<file path="src/rtl/stream_find_replace_defines.svh">
// Assertion macros shared by the stream find-and-replace RTL.
`ifndef STREAM_FIND_REPLACE_DEFINES_SVH
`define STREAM_FIND_REPLACE_DEFINES_SVH

`ifndef SYNTHESIS
`define SFR_ASSERT(lbl, clk, rst_n, prop, msg) \
  lbl: assert property (@(posedge clk) disable iff (!rst_n) (prop)) else $error(msg);
`define SFR_ASSERT_NEVER(lbl, clk, rst_n, expr, msg) \
  `SFR_ASSERT(lbl, clk, rst_n, !(expr), msg)
`else
`define SFR_ASSERT(lbl, clk, rst_n, prop, msg)
`define SFR_ASSERT_NEVER(lbl, clk, rst_n, expr, msg)
`endif

`endif

</file>
<file path="src/rtl/sfr_pkg.sv">
// Types and constants shared by the stream find-and-replace modules.
`default_nettype none

package sfr_pkg;

  localparam int unsigned ByteMax = 8;
  localparam logic [7:0] LINE_END = 8'h0A;

  typedef enum logic [1:0] {
    REG_PAT_LEN   = 2'd0,
    REG_PAT_BYTES = 2'd1,
    REG_REP_LEN   = 2'd2,
    REG_REP_BYTES = 2'd3
  } sfr_reg_e;

  typedef struct packed {
    logic shift;
    logic load;
  } sfr_cell_ctl_t;

endpackage

`default_nettype wire

</file>
<file path="src/rtl/stream_find_replace.sv">
// Top level: sequencer over a row of hold cells that rewrites a byte stream.
// A byte goes from IDLE to TRIM and CHECK, or straight to FLUSH if it is a line end or matching is off;
// REPL sends a replacement; FLUSH sends the held bytes, then the byte itself if it went there directly.
// The sequencer sends at most one result byte per cycle while the output is free; each waits in a
// pending register until the next one or the request's end moves it out. Input is taken only in IDLE.
// Reset is asynchronous: control state and configuration registers clear at once, no clearing pass.
`default_nettype none
`include "stream_find_replace_defines.svh"

module stream_find_replace import sfr_pkg::*; #(
  parameter int unsigned PATTERN_MAX = 8,
  parameter int unsigned REPLACE_MAX = 8
) (
  input  logic        clk_i,
  input  logic        rst_ni,
  input  logic        cfg_we_i,
  input  logic [1:0]  cfg_idx_i,
  input  logic [63:0] cfg_data_i,
  input  logic        s_axis_tvalid,
  output logic        s_axis_tready,
  input  logic [7:0]  s_axis_tdata,   // in_byte
  input  logic        s_axis_tlast,   // end_of_stream
  output logic        m_axis_tvalid,
  input  logic        m_axis_tready,
  output logic [7:0]  m_axis_tdata,   // out_byte
  output logic        m_axis_tlast    // run_last
);

  localparam int unsigned HoldDepth = (PATTERN_MAX < ByteMax) ? PATTERN_MAX : ByteMax;
  localparam int unsigned RepDepth  = (REPLACE_MAX < ByteMax) ? REPLACE_MAX : ByteMax;
  localparam int unsigned CntW      = $clog2(HoldDepth + 1);

  typedef enum logic [5:0] {
    S_IDLE  = 6'b000001,
    S_TRIM  = 6'b000010,
    S_CHECK = 6'b000100,
    S_REPL  = 6'b001000,
    S_FLUSH = 6'b010000,
    S_DONE  = 6'b100000
  } sfr_state_e;

  sfr_state_e state_q, state_d;

  logic [3:0]  pat_len_q, rep_len_q;
  logic [63:0] pat_bytes_q, rep_bytes_q;

  logic [CntW-1:0] cnt_q, cnt_d;
  logic [2:0]      ridx_q, ridx_d;
  logic [7:0]      b_q;
  logic            eos_q, tail_q, tail_d;
  logic [7:0]      pend_byte_q;
  logic            pend_v_q;
  logic [7:0]      out_byte_q;
  logic            out_last_q, out_v_q;

  logic [3:0] plen, rlen, cnt4;
  logic       accept, out_free, prefix;
  logic       pop, push, emit, fin, load_out;
  logic [7:0] emit_byte;

  logic [7:0]          held  [HoldDepth];
  logic [HoldDepth-1:0] match;

  always_ff @(posedge clk_i or negedge rst_ni) begin
    if (!rst_ni) begin
      pat_len_q   <= 4'd1;
      pat_bytes_q <= '0;
      rep_len_q   <= 4'd0;
      rep_bytes_q <= '0;
    end else if (cfg_we_i) begin
      case (sfr_reg_e'(cfg_idx_i))
        REG_PAT_LEN:   pat_len_q   <= cfg_data_i[3:0];
        REG_PAT_BYTES: pat_bytes_q <= cfg_data_i;
        REG_REP_LEN:   rep_len_q   <= cfg_data_i[3:0];
        REG_REP_BYTES: rep_bytes_q <= cfg_data_i;
        default: ;
      endcase
    end
  end

  assign plen = (pat_len_q > 4'(HoldDepth)) ? 4'(HoldDepth) : pat_len_q;
  assign rlen = (rep_len_q > 4'(RepDepth))  ? 4'(RepDepth)  : rep_len_q;
  assign cnt4 = 4'(cnt_q);

  for (genvar g = 0; g < HoldDepth; g++) begin : g_cell
    sfr_cell_ctl_t ctl;
    logic [7:0]    next_byte;

    assign ctl.shift = pop;
    assign ctl.load  = push && (cnt_q == CntW'(g));

    if (g + 1 < HoldDepth) begin : g_mid
      assign next_byte = held[g + 1];
    end else begin : g_end
      assign next_byte = 8'h00;
    end

    sfr_cell u_cell (
      .clk_i   (clk_i),
      .ctl_i   (ctl),
      .next_i  (next_byte),
      .new_i   (b_q),
      .pat_i   (pat_bytes_q[8*g +: 8]),
      .byte_o  (held[g]),
      .match_o (match[g])
    );
  end

  always_comb begin
    prefix = 1'b1;
    for (int i = 0; i < HoldDepth; i++) begin
      if ((4'(i) < cnt4) && !match[i]) begin
        prefix = 1'b0;
      end
    end
  end

  assign s_axis_tready = (state_q == S_IDLE);
  assign accept        = s_axis_tvalid && s_axis_tready;
  assign out_free      = !out_v_q || m_axis_tready;

  always_comb begin
    state_d   = state_q;
    cnt_d     = cnt_q;
    ridx_d    = ridx_q;
    tail_d    = tail_q;
    pop       = 1'b0;
    push      = 1'b0;
    emit      = 1'b0;
    fin       = 1'b0;
    emit_byte = held[0];
    case (state_q)
      S_IDLE: begin
        if (accept) begin
          if ((s_axis_tdata == LINE_END) || (plen == 4'd0)) begin
            tail_d  = 1'b1;
            state_d = S_FLUSH;
          end else begin
            tail_d  = 1'b0;
            state_d = S_TRIM;
          end
        end
      end
      S_TRIM: begin
        if (out_free) begin
          if (cnt4 >= plen) begin
            pop   = 1'b1;
            emit  = 1'b1;
            cnt_d = cnt_q - 1'b1;
          end else begin
            push    = 1'b1;
            cnt_d   = cnt_q + 1'b1;
            state_d = S_CHECK;
          end
        end
      end
      S_CHECK: begin
        if (out_free) begin
          if ((cnt4 == plen) && prefix) begin
            cnt_d  = '0;
            ridx_d = 3'd0;
            if (rlen != 4'd0) begin
              state_d = S_REPL;
            end else begin
              state_d = eos_q ? S_FLUSH : S_DONE;
            end
          end else if ((cnt_q != '0) && !prefix) begin
            pop   = 1'b1;
            emit  = 1'b1;
            cnt_d = cnt_q - 1'b1;
          end else begin
            state_d = eos_q ? S_FLUSH : S_DONE;
          end
        end
      end
      S_REPL: begin
        if (out_free) begin
          emit      = 1'b1;
          emit_byte = rep_bytes_q[{ridx_q, 3'b000} +: 8];
          ridx_d    = ridx_q + 3'd1;
          if ((4'(ridx_q) + 4'd1) == rlen) begin
            state_d = eos_q ? S_FLUSH : S_DONE;
          end
        end
      end
      S_FLUSH: begin
        if (out_free) begin
          if (cnt_q != '0) begin
            pop   = 1'b1;
            emit  = 1'b1;
            cnt_d = cnt_q - 1'b1;
          end else if (tail_q) begin
            emit      = 1'b1;
            emit_byte = b_q;
            state_d   = S_DONE;
          end else begin
            state_d = S_DONE;
          end
        end
      end
      S_DONE: begin
        if (out_free) begin
          fin     = pend_v_q;
          state_d = S_IDLE;
        end
      end
      default: state_d = S_IDLE;
    endcase
  end

  assign load_out = pend_v_q && (emit || fin);

  always_ff @(posedge clk_i or negedge rst_ni) begin
    if (!rst_ni) begin
      state_q  <= S_IDLE;
      cnt_q    <= '0;
      ridx_q   <= 3'd0;
      tail_q   <= 1'b0;
      eos_q    <= 1'b0;
      pend_v_q <= 1'b0;
      out_v_q  <= 1'b0;
    end else begin
      state_q <= state_d;
      cnt_q   <= cnt_d;
      ridx_q  <= ridx_d;
      tail_q  <= tail_d;
      if (accept) begin
        eos_q <= s_axis_tlast;
      end
      if (emit) begin
        pend_v_q <= 1'b1;
      end else if (fin) begin
        pend_v_q <= 1'b0;
      end
      if (load_out) begin
        out_v_q <= 1'b1;
      end else if (m_axis_tready) begin
        out_v_q <= 1'b0;
      end
    end
  end

  always_ff @(posedge clk_i) begin
    if (accept) begin
      b_q <= s_axis_tdata;
    end
    if (emit) begin
      pend_byte_q <= emit_byte;
    end
    if (load_out) begin
      out_byte_q <= pend_byte_q;
      out_last_q <= fin;
    end
  end

  assign m_axis_tvalid = out_v_q;
  assign m_axis_tdata  = out_byte_q;
  assign m_axis_tlast  = out_last_q;

  `SFR_ASSERT(a_accept_clean, clk_i, rst_ni, accept |-> !pend_v_q,
    "request accepted while a result byte is still pending")
  `SFR_ASSERT(a_last_sent, clk_i, rst_ni,
    (state_q == S_DONE && pend_v_q && out_free) |=> (m_axis_tvalid && m_axis_tlast),
    "final result byte of a request not marked last")
  `SFR_ASSERT_NEVER(a_cnt_cap, clk_i, rst_ni, cnt4 > 4'(HoldDepth),
    "hold count exceeds the hold buffer depth")
  `SFR_ASSERT(a_repl_empty, clk_i, rst_ni, (state_q == S_REPL) |-> (cnt_q == '0),
    "hold buffer not empty while sending the replacement")

endmodule

`default_nettype wire

</file>
<file path="src/rtl/sfr_cell.sv">
// One hold-buffer cell: stores a byte, shifts toward the head, compares to its pattern byte.
`default_nettype none

module sfr_cell import sfr_pkg::*; (
  input  logic          clk_i,
  input  sfr_cell_ctl_t ctl_i,
  input  logic [7:0]    next_i,
  input  logic [7:0]    new_i,
  input  logic [7:0]    pat_i,
  output logic [7:0]    byte_o,
  output logic          match_o
);

  logic [7:0] byte_q;

  always_ff @(posedge clk_i) begin
    if (ctl_i.load) begin
      byte_q <= new_i;
    end else if (ctl_i.shift) begin
      byte_q <= next_i;
    end
  end

  assign byte_o  = byte_q;
  assign match_o = (byte_q == pat_i);

endmodule

`default_nettype wire

</file>
<file path="config.mk">
export PLATFORM = sky130hd
export DESIGN_NAME = stream_find_replace
export DESIGN_NICKNAME = d
export VERILOG_FILES = /design/src/rtl/sfr_pkg.sv /design/src/rtl/stream_find_replace.sv /design/src/rtl/sfr_cell.sv
export VERILOG_INCLUDE_DIRS = /design/src /design/src/rtl
export SDC_FILE = /design/constraint.sdc
export NUM_CORES = 1
export LEC_CHECK = 0
export ABC_AREA = 1
export BUFFER_PORTS_ARGS = -buffer_cell sky130_fd_sc_hd__buf_4
export CAP_MARGIN = 30
export CELL_PAD_IN_SITES_DETAIL_PLACEMENT = 1
export CELL_PAD_IN_SITES_GLOBAL_PLACEMENT = 1
export CORE_MARGIN = 2
export CORE_UTILIZATION = 35
export CTS_CLUSTER_DIAMETER = 50
export DETAILED_ROUTE_END_ITERATION = 6
export PLACE_DENSITY = 0.73
export SKIP_CTS_REPAIR_TIMING = 1
export SYNTH_ARGS = -nofsm -noshare
export SYNTH_HDL_FRONTEND = slang
export SYNTH_SLANG_ARGS = --single-unit
</file>
<file path="constraint.sdc">
create_clock -name clk_i -period 3.1 [get_ports clk_i]
set_input_delay 0.465 -clock clk_i [delete_from_list [all_inputs] [get_ports clk_i]]
set_output_delay 0.465 -clock clk_i [all_outputs]
set_load 0.01 [all_outputs]
</file>
==> results of run 1 <==
==> power groups by stage <==
stage                     combinational, mW  sequential, mW  clock (mW)
after floorplan                        1.90            4.64           0
final                                  2.80            4.88        3.54
after global routing                   3.20            4.96        3.72
after global placement                 2.55            4.91           0
after CTS                              2.70            4.89        3.61
after detailed placement               2.68            4.94           0
==> sequential cells by signal, summed over array words and instances, names as in the netlist, 3 cells and up <==
name	flops
pat_len_q	4
b_q	8
m_axis_tdata	8
state_q	6
cnt4	4
rep_bytes_q	64
pend_byte_q	8
ridx_q	3
g_cell.u_cell.byte_o	64
pat_bytes_q	64
rep_len_q	4
==> stage by stage <==
stage | setup TNS [ns] | setup slack, ns | instance area, um^2 | cells | hold slack [ns]
global route | -0.104 | -0.0183 | 13900 | 1916 | 0.0645
CTS | 0 | 0.236 | 13800 | 1908 | -0.106
finish | 0 | 0.207 | 13900 | 1916 | 0.0848
global placement | 0 | 0.351 | 12800 | 1850 | 0.404
floorplan | 0 | 0.395 | 11600 | 1346 | 0.169
detailed placement | 0 | 0.224 | 12800 | 1850 | 0.408
==> cell usage in the layout, fill, tap and decap left out, types with 32 or more instances in the layout <==
cell type	instances
edfxtp_1	89
nand2_1	380
inv_1	169
dfrtp_1	151
buf_4	112
xnor2_1	39
nor2_1	76
o21ai_0	254
nand3_1	34
clkbuf_16	32
==> worst max-delay path by stage <==
| stage | end | slack [ns] |
|---|---|---|
| 2_1_floorplan | g_cell[6].u_cell.byte_o[0] | 0.39 |
| 3_3_place_gp | g_cell[1].u_cell.byte_o[5] | 0.35 |
| 3_5_place_dp | g_cell[1].u_cell.byte_o[1] | 0.22 |
| 4_1_cts | g_cell[5].u_cell.byte_o[4] | 0.24 |
| 5_1_grt | g_cell[4].u_cell.byte_o[6] | -0.02 |
| 6_report | g_cell[4].u_cell.byte_o[0] | 0.21 |
==> synthesized netlist by cell type, types with 3 or more instances <==
cell	number	area share
nor2_1	76	0.025
buf_1	3	0.00097
nand3_1	36	0.016
dfrtp_1	151	0.33
ha_1	10	0.011
xnor2_1	39	0.030
nand4_1	23	0.012
nand2_1	380	0.12
o22ai_1	17	0.0092
o21ai_0	254	0.11
clkbuf_1	46	0.015
edfxtp_1	89	0.23
a21oi_1	20	0.0087
or2_2	3	0.0016
xor2_1	5	0.0038
inv_1	169	0.055
==> per-layer routing <==
layer,track usage,up-vias,routed length (um),share of wire
li1,-,4588,-,-
met1,0.257,4678,15000,0.44
met2,0.356,183,16900,0.49
met3,0.0274,72,1280,0.037
met4,0.0646,0,1140,0.033
met5,0,-,0,0
==> layout make-up <==
class | count | area (um^2)
fill | 3876 | 18600
sequential | 242 | 6500
multi-input combinational | 882 | 4240
timing repair buffer | 119 | 962
clock buffer | 40 | 841
inverter | 173 | 649
tap | 442 | 553
clock inverter | 18 | 175
==> critical path, delay by kind of cell, from the launching register on <==
kind                       cells  cell delay [ns]
and+or+nand+nor                7             1.44
DFF                            1             0.46
buffers and inverters          3             0.40
adders and majority gates      1             0.19
==> cell families after synthesis <==
| kind of cell | count (synthesis) | synth area share |
|---|---|---|
| AND/OR/NAND/NOR | 530 | 0.188 |
| flip-flops | 242 | 0.563 |
| buffers and inverters | 222 | 0.0721 |
| XOR/XNOR | 44 | 0.0333 |
| AO/OA/AOI/OAI | 298 | 0.133 |
| adder cells (fa/ha/maj) | 10 | 0.0108 |
==> qor.csv, run 1 <==
metric,value,unit
GPL Wtd Cong,0.870,
Pre-Repair DR Iteration Count,5,
Max Freq,0.346,GHz
Mapped Cells,1346,
status,"complete, no violations",
fraction of layout cells with a size suffix above 1,0.126,
total routed wirelength,34400,um
critical path type,register to register,
Final setup viols,0,
clock-pin slew on the worst setup and hold paths,0.06,ns
YS warnings,0,
CP Launch Point,cnt4[0],
Layout area overhead,20.5,%
CORE AREA,0.0325,mm^2
"Max FO, Critical Path",8,
Pwr per Cell Area,805,mW/mm^2
Startpoint Class,register,
Worst Hold Endpoint,b_q[2],
Worst Path Required,3.25,ns
Worst R2R Start,cnt4[0],
FF-to-FF setup slack,0.21,ns
critical path's slowest cell,nand4_1,
hold depth,1,
cells on worst reg2reg path,11,
Port Buffer Count,90,
clk_lat worst skew,0.57,ns
Post-route DRC,0,
Antenna Cells,0,
syn_nets,1436,
hold crit path type,input port to register,
switching share of power,0.342,
Clock Skew,0.0333,ns
first-pass GRT wire length,53600,um
crit end category,register,
Final Max Slew Viols,0,
crit-path cells,"inv_1, ha_1, inv_1, nor2_1, inv_2, nand2_1, nand3_1, nor2_1, nand2_1, nand4_1, nand4_1",
Crit path arrival time,3.04,ns
dominant synthesized flop cell,dfrtp_1,
drt initial violations,499,
CTS Buf Count,31,
ANT nets after route,0,
Net Switching,3.83,mW
vias in the first global route,9819,
# H-tree levels,1,
"FFs w/ async S/R, synth",0.632,
worst hold start,s_axis_tdata[2],
Post-synth EDFFs,89,
via count,9521,
max_cap viols,0,
Die H,186,um
Post-Syn Area per Cell,8.59,um^2
Static Leak,6.56,nW
deepest clock path buffer count,3,
clock network power share,0.315,
CP peak stage delay,0.48,ns
Fin. Hold Viols,0,
initial antenna violation count,0,
total grt overflow,0,
Netlist cell types,33,
Synth Register Bits,242,
initial core utilization,0.355,
Clock Root Buffer,clkbuf_16,
DR WL/cell,17.9,um
Slew HR,0.339,
row count,66,
Ports,91,
fin util,0.428,
Internal,7.38,mW
Die Width,186,um
worst vdd ir,506,uV
Least-Margin Pin Slew,0.988,ns
reg-to-reg critical path endpoint,g_cell[4].u_cell.byte_o[0],
TritonCTS clock tree,built,
via/cell ratio,4.97,
die area,0.0345,mm^2
sequential area share after synthesis,0.563,
nets,1539,
"Cell Area, Synth",0.0116,mm^2
largest net degree at the start of global routing,87,
clk sinks,242,
gr usage total,0.202,
Final Cycle Share,0.933,
hpwl dp,25900,um
Reg power frac,0.435,
combinational share of power,0.250,
Period minus WS final,2.89,ns
Tot Pwr,11.2,mW
No activity file was read; power rests on OpenSTA's default activity.
==> run 2: changes to the inputs <==
--- a/config.mk
+++ b/config.mk
@@ -11,6 +11,7 @@
 export CAP_MARGIN = 30
 export CELL_PAD_IN_SITES_DETAIL_PLACEMENT = 1
 export CELL_PAD_IN_SITES_GLOBAL_PLACEMENT = 1
+export CORE_ASPECT_RATIO = 0.8
 export CORE_MARGIN = 2
 export CORE_UTILIZATION = 35
 export CTS_CLUSTER_DIAMETER = 50
==> constraint.sdc (replaced) <==
create_clock -name clk_i -period 3.1 [get_ports clk_i]
set_input_delay 0.465 -clock clk_i [delete_from_list [all_inputs] [get_ports clk_i]]
set_output_delay 0.465 -clock clk_i [all_outputs]
set_load 0.005 [all_outputs]
==> qor.csv, run 2 (synthesis results as in run 1) <==
metric,value,unit
Hold WS,0.0995,ns
TritonCTS clock tree,built,
Die H,167,um
CTS Buf Count,28,
nets,1536,
worst hold start,s_axis_tdata[4],
Port Buffer Count,90,
"commonest non-fill, non-tap cell in the layout",nand2_1,
Die Width,207,um
Worst R2R Start,cnt4[0],
row count,59,
GPL Wtd Cong,0.879,
CORE AREA,0.0325,mm^2
Antenna Cells,0,
Clock Root Buffer,clkbuf_16,
DR WL/cell,18.5,um
vias in the first global route,10100,
"commonest cells after routing, fill and taps aside","nand2_1 (380), o21ai_0 (254), inv_1 (169), dfrtp_1 (151), buf_4 (114)",
fraction of layout cells with a size suffix above 1,0.123,
M3 GR Usage,0.0307,
Final Cycle Share,0.915,
Ports,91,
placed cell count,1834,
largest net degree at the start of global routing,67,
Final setup viols,0,
Slew HR,0.365,
Startpoint Class,register,
initial core utilization,0.356,
via/cell ratio,5.08,
die area,0.0345,mm^2
first-pass GRT wire length,55700,um
Max Freq,0.353,GHz
initial antenna violation count,0,
total routed wirelength,35000,um
critical path type,register to register,
Fin. Hold Viols,0,
crit end category,register,
Clock Skew,0.00824,ns
gr busiest metal,met2,
worst vdd ir,386,uV
Worst Path Required,3.35,ns
hold crit path type,input port to register,
TNS Setup,0,ns
drt initial violations,779,
clk_lat worst skew,0.55,ns
met1 Use GR,0.290,
Post-route DRC,0,
RSZ-0062 raised after global routing,no,
Least-Margin Pin Slew,0.949,ns
Pwr per Cell Area,807,mW/mm^2
via count,9621,
ANT nets after route,0,
Static Leak,6.55,nW
max_cap viols,0,
met2 Track Usage GR,0.329,
"Max FO, Critical Path",8,
clk sinks,242,
Period minus WS final,2.84,ns
Pre-Repair DR Iteration Count,7,
deepest clock path buffer count,3,
# H-tree levels,1,
CP Launch Point,cnt4[0],
hpwl dp,25800,um
Final Max Slew Viols,0,
clock-pin slew on the worst setup and hold paths,0.06,ns
fin util,0.427,
Layout area overhead,19.9,%
status,"complete, no violations",
post-route insts no fill,1895,
gr usage total,0.204,
total grt overflow,0,
Crit path arrival time,3.09,ns
[run 2: changes by cell type in the layout (fill, tap and decap cells not counted), moves of 2 or more]
cell        previous run  this run
buf_12                 5         3
clkbuf_8               1         3
buf_4                112       114
clkbuf_16             32        29
clkinvlp_4             3         1
clkinv_2               5         3
inv_6                  4         2
bufinv_16              2         4
[run 2: area by class of cell]
class                           instances  area [um^2]
Fill cell                            3878        18600
Sequential cell                       242         6500
Multi-Input combinational cell        882         4240
Timing Repair Buffer                  119          937
Clock buffer                           38          790
Inverter                              173          649
Tap cell                              427          534
Clock inverter                         14          200
[run 2: where the power goes]
part	total, mW	switching, mW	internal, mW
Sequential	4.86	0.637	4.23
Combinational	2.80	1.78	1.02
Clock	3.52	1.39	2.14
Total	11.2	3.80	7.38
[run 2: path summary, 6_finish.rpt]
kind,cells after the start,endpoint,slack (ns)
setup / recovery,10,g_cell[7].u_cell.byte_o[6],0.26
hold / removal,1,b_q[4],0.1
setup reg to reg,10,g_cell[7].u_cell.byte_o[6],0.26
hold reg to reg,0,m_axis_tdata[7],0.42
max in group asynchronous,3,state_q[0],1.74
min in group asynchronous,2,pat_bytes_q[23],0.49
[run 2: layer usage]
metal  wire [um]  up-vias
met5           0        -
met4         877        0
met3        1680       64
met2       16100      251
met1       16400     4723
li1            -     4583
[run 2: worst max-delay path, cell delays in order (launching register included)]
cell     delay [ns]
dfrtp_1        0.47
inv_1          0.19
ha_1           0.32
nand4_1        0.08
inv_1          0.08
nor3_2         0.28
inv_1          0.20
nor3_4         0.37
nand4_1        0.20
nand4_1        0.14
buf_4          0.21
[run 2: through the flow]
stage                     power, mW  worst slack (ns)  area, um^2
final                          11.2             0.264       13900
after global routing           11.9            0.0258       13900
after CTS                      11.2            0.0980       13800
after detailed placement       7.61             0.156       12800
after global placement         7.45             0.252       12800
after floorplan                6.53             0.395       11600
==> run 3: changes to the inputs <==
--- a/config.mk
+++ b/config.mk
@@ -7,7 +7,6 @@
 export NUM_CORES = 1
 export LEC_CHECK = 0
 export ABC_AREA = 1
-export BUFFER_PORTS_ARGS = -buffer_cell sky130_fd_sc_hd__buf_4
 export CAP_MARGIN = 30
 export CELL_PAD_IN_SITES_DETAIL_PLACEMENT = 1
 export CELL_PAD_IN_SITES_GLOBAL_PLACEMENT = 1
@@ -16,7 +15,8 @@
 export CORE_UTILIZATION = 35
 export CTS_CLUSTER_DIAMETER = 50
 export DETAILED_ROUTE_END_ITERATION = 6
-export PLACE_DENSITY = 0.73
+export DONT_BUFFER_PORTS = 1
+export PLACE_DENSITY = 0.7
 export SKIP_CTS_REPAIR_TIMING = 1
 export SYNTH_ARGS = -nofsm -noshare
 export SYNTH_HDL_FRONTEND = slang
==> constraint.sdc (replaced) <==
create_clock -name clk_i -period 3.07 [get_ports clk_i]
set_input_delay 0.4605 -clock clk_i [delete_from_list [all_inputs] [get_ports clk_i]]
set_output_delay 0.4605 -clock clk_i [all_outputs]
set_load 0.005 [all_outputs]
==> qor.csv, run 3 (synthesis results as in run 1) <==
metric,value,unit
Clock Root Buffer,clkbuf_16,
worst vdd ir,418,uV
Period minus WS final,2.80,ns
Crit path arrival time,3.08,ns
clock-pin slew on the worst setup and hold paths,0.07,ns
first-pass GRT wire length,55200,um
Max Freq,0.357,GHz
gr usage total,0.204,
"commonest cells after routing, fill and taps aside","nand2_1 (380), o21ai_0 (254), inv_1 (169), dfrtp_1 (151), edfxtp_1 (89)",
fin util,0.409,
"commonest non-fill, non-tap cell in the layout",nand2_1,
Antenna Cells,0,
Port Buffer Count,0,
"Max FO, Critical Path",16,
cells on worst reg2reg path,11,
nets,1459,
Least-Margin Pin Slew,0.918,ns
hold crit path type,input port to async pin,
total routed wirelength,35000,um
Post-route DRC,0,
Startpoint Class,register,
hpwl dp,25800,um
die area,0.0345,mm^2
Layout area overhead,15.0,%
Worst Path Required,3.35,ns
clk sinks,242,
via count,9191,
Ports,91,
CTS Buf Count,28,
violated checks,negative hold slack,
row count,59,
vias in the first global route,9652,
Pre-Repair DR Iteration Count,5,
Final setup viols,0,
status,finished with violations,
fraction of layout cells with a size suffix above 1,0.0683,
critical path type,register to register,
"Design Area, Final",0.0133,mm^2
TritonCTS clock tree,built,
Final Max Slew Viols,0,
via/cell ratio,5.06,
largest net degree at the start of global routing,154,
DR WL/cell,19.3,um
Worst R2R Start,cnt4[0],
Clock Skew,0.0124,ns
# H-tree levels,1,
crit end category,register,
DP Area,0.0122,mm^2
Fin. Hold Viols,153,
number of fillers in the final layout,3820,
drt initial violations,606,
max_cap viols,0,
CORE AREA,0.0325,mm^2
ANT nets after route,0,
initial antenna violation count,0,
Pwr per Cell Area,844,mW/mm^2
GPL Wtd Cong,0.871,
total grt overflow,0,
Die H,167,um
FF-to-FF setup slack,0.27,ns
deepest clock path buffer count,3,
Static Leak,6.16,nW
Hold WS,-0.405,ns
Slew HR,0.386,
Die Width,207,um
initial core utilization,0.356,
clk_lat worst skew,0.56,ns
Final Cycle Share,0.914,
reg-to-reg critical path endpoint,g_cell[6].u_cell.byte_o[4],
run 3: cell types whose count changed in the layout (fill, tap and decap cells not counted), sizes merged:
cell	previous run	this run
clkinv	8	11
clkbuf	38	35
buf	118	34
inv	174	175
dlygate4sd3	1	8
bufinv	4	3
run 3: worst max-delay path: stages, from the launching register on:
cell and delay (ns):
dfrtp_1 0.48, inv_1 0.19, ha_1 0.32, nand4_1 0.08
inv_1 0.08, nor3_2 0.26, inv_1 0.19, nor3_4 0.32
nand3_1 0.21, buf_4 0.23, nand2_1 0.06, o21ai_0 0.10
run 3: metal layers:
metal	vias up	global-route usage	wire length (um)
li1	4430	-	-
met1	4505	0.284	16100
met2	200	0.334	16400
met3	56	0.0313	1660
met4	0	0.0488	846
met5	-	0	0
run 3: how the worst max path moves through the flow:
stage | startpoint | end | cells past startpoint
5_1_grt | cnt4[0] | g_cell[6].u_cell.byte_o[4] | 11
4_1_cts | cnt4[0] | g_cell[6].u_cell.byte_o[5] | 9
3_5_place_dp | cnt4[0] | g_cell[6].u_cell.byte_o[5] | 9
3_3_place_gp | cnt4[0] | g_cell[7].u_cell.byte_o[1] | 9
6_report | cnt4[0] | g_cell[6].u_cell.byte_o[4] | 11
2_1_floorplan | cnt4[0] | g_cell[6].u_cell.byte_o[0] | 10
run 3: area by class of cell:
type,count,area (um^2),share of cell area
clock buffer,35,778,0.0586
multi-input combinational,882,4240,0.319
inverter,173,649,0.0489
tap,427,534,0.0402
sequential,242,6500,0.489
clock inverter,17,180,0.0136
timing repair buffer,42,398,0.0299
run 3: where the power goes:
part           internal [mW]  switching [mW]  leakage [nW]  total, mW
Combinational           1.05            1.76          2.96       2.81
Clock                   2.06            1.42         0.470       3.49
Sequential              4.27           0.645          2.73       4.92
Total                   7.38            3.83          6.16       11.2
run 3: through the flow:
step	power, mW	setup slack [ns]	TNS (ns)	instances
after floorplan	6.59	0.365	0	1346
after global placement	7.43	0.340	0	1751
after detailed placement	7.61	0.172	0	1751
after CTS	11.1	0.135	0	1803
after global routing	11.9	-0.0104	-0.0104	1818
final	11.2	0.265	0	1818
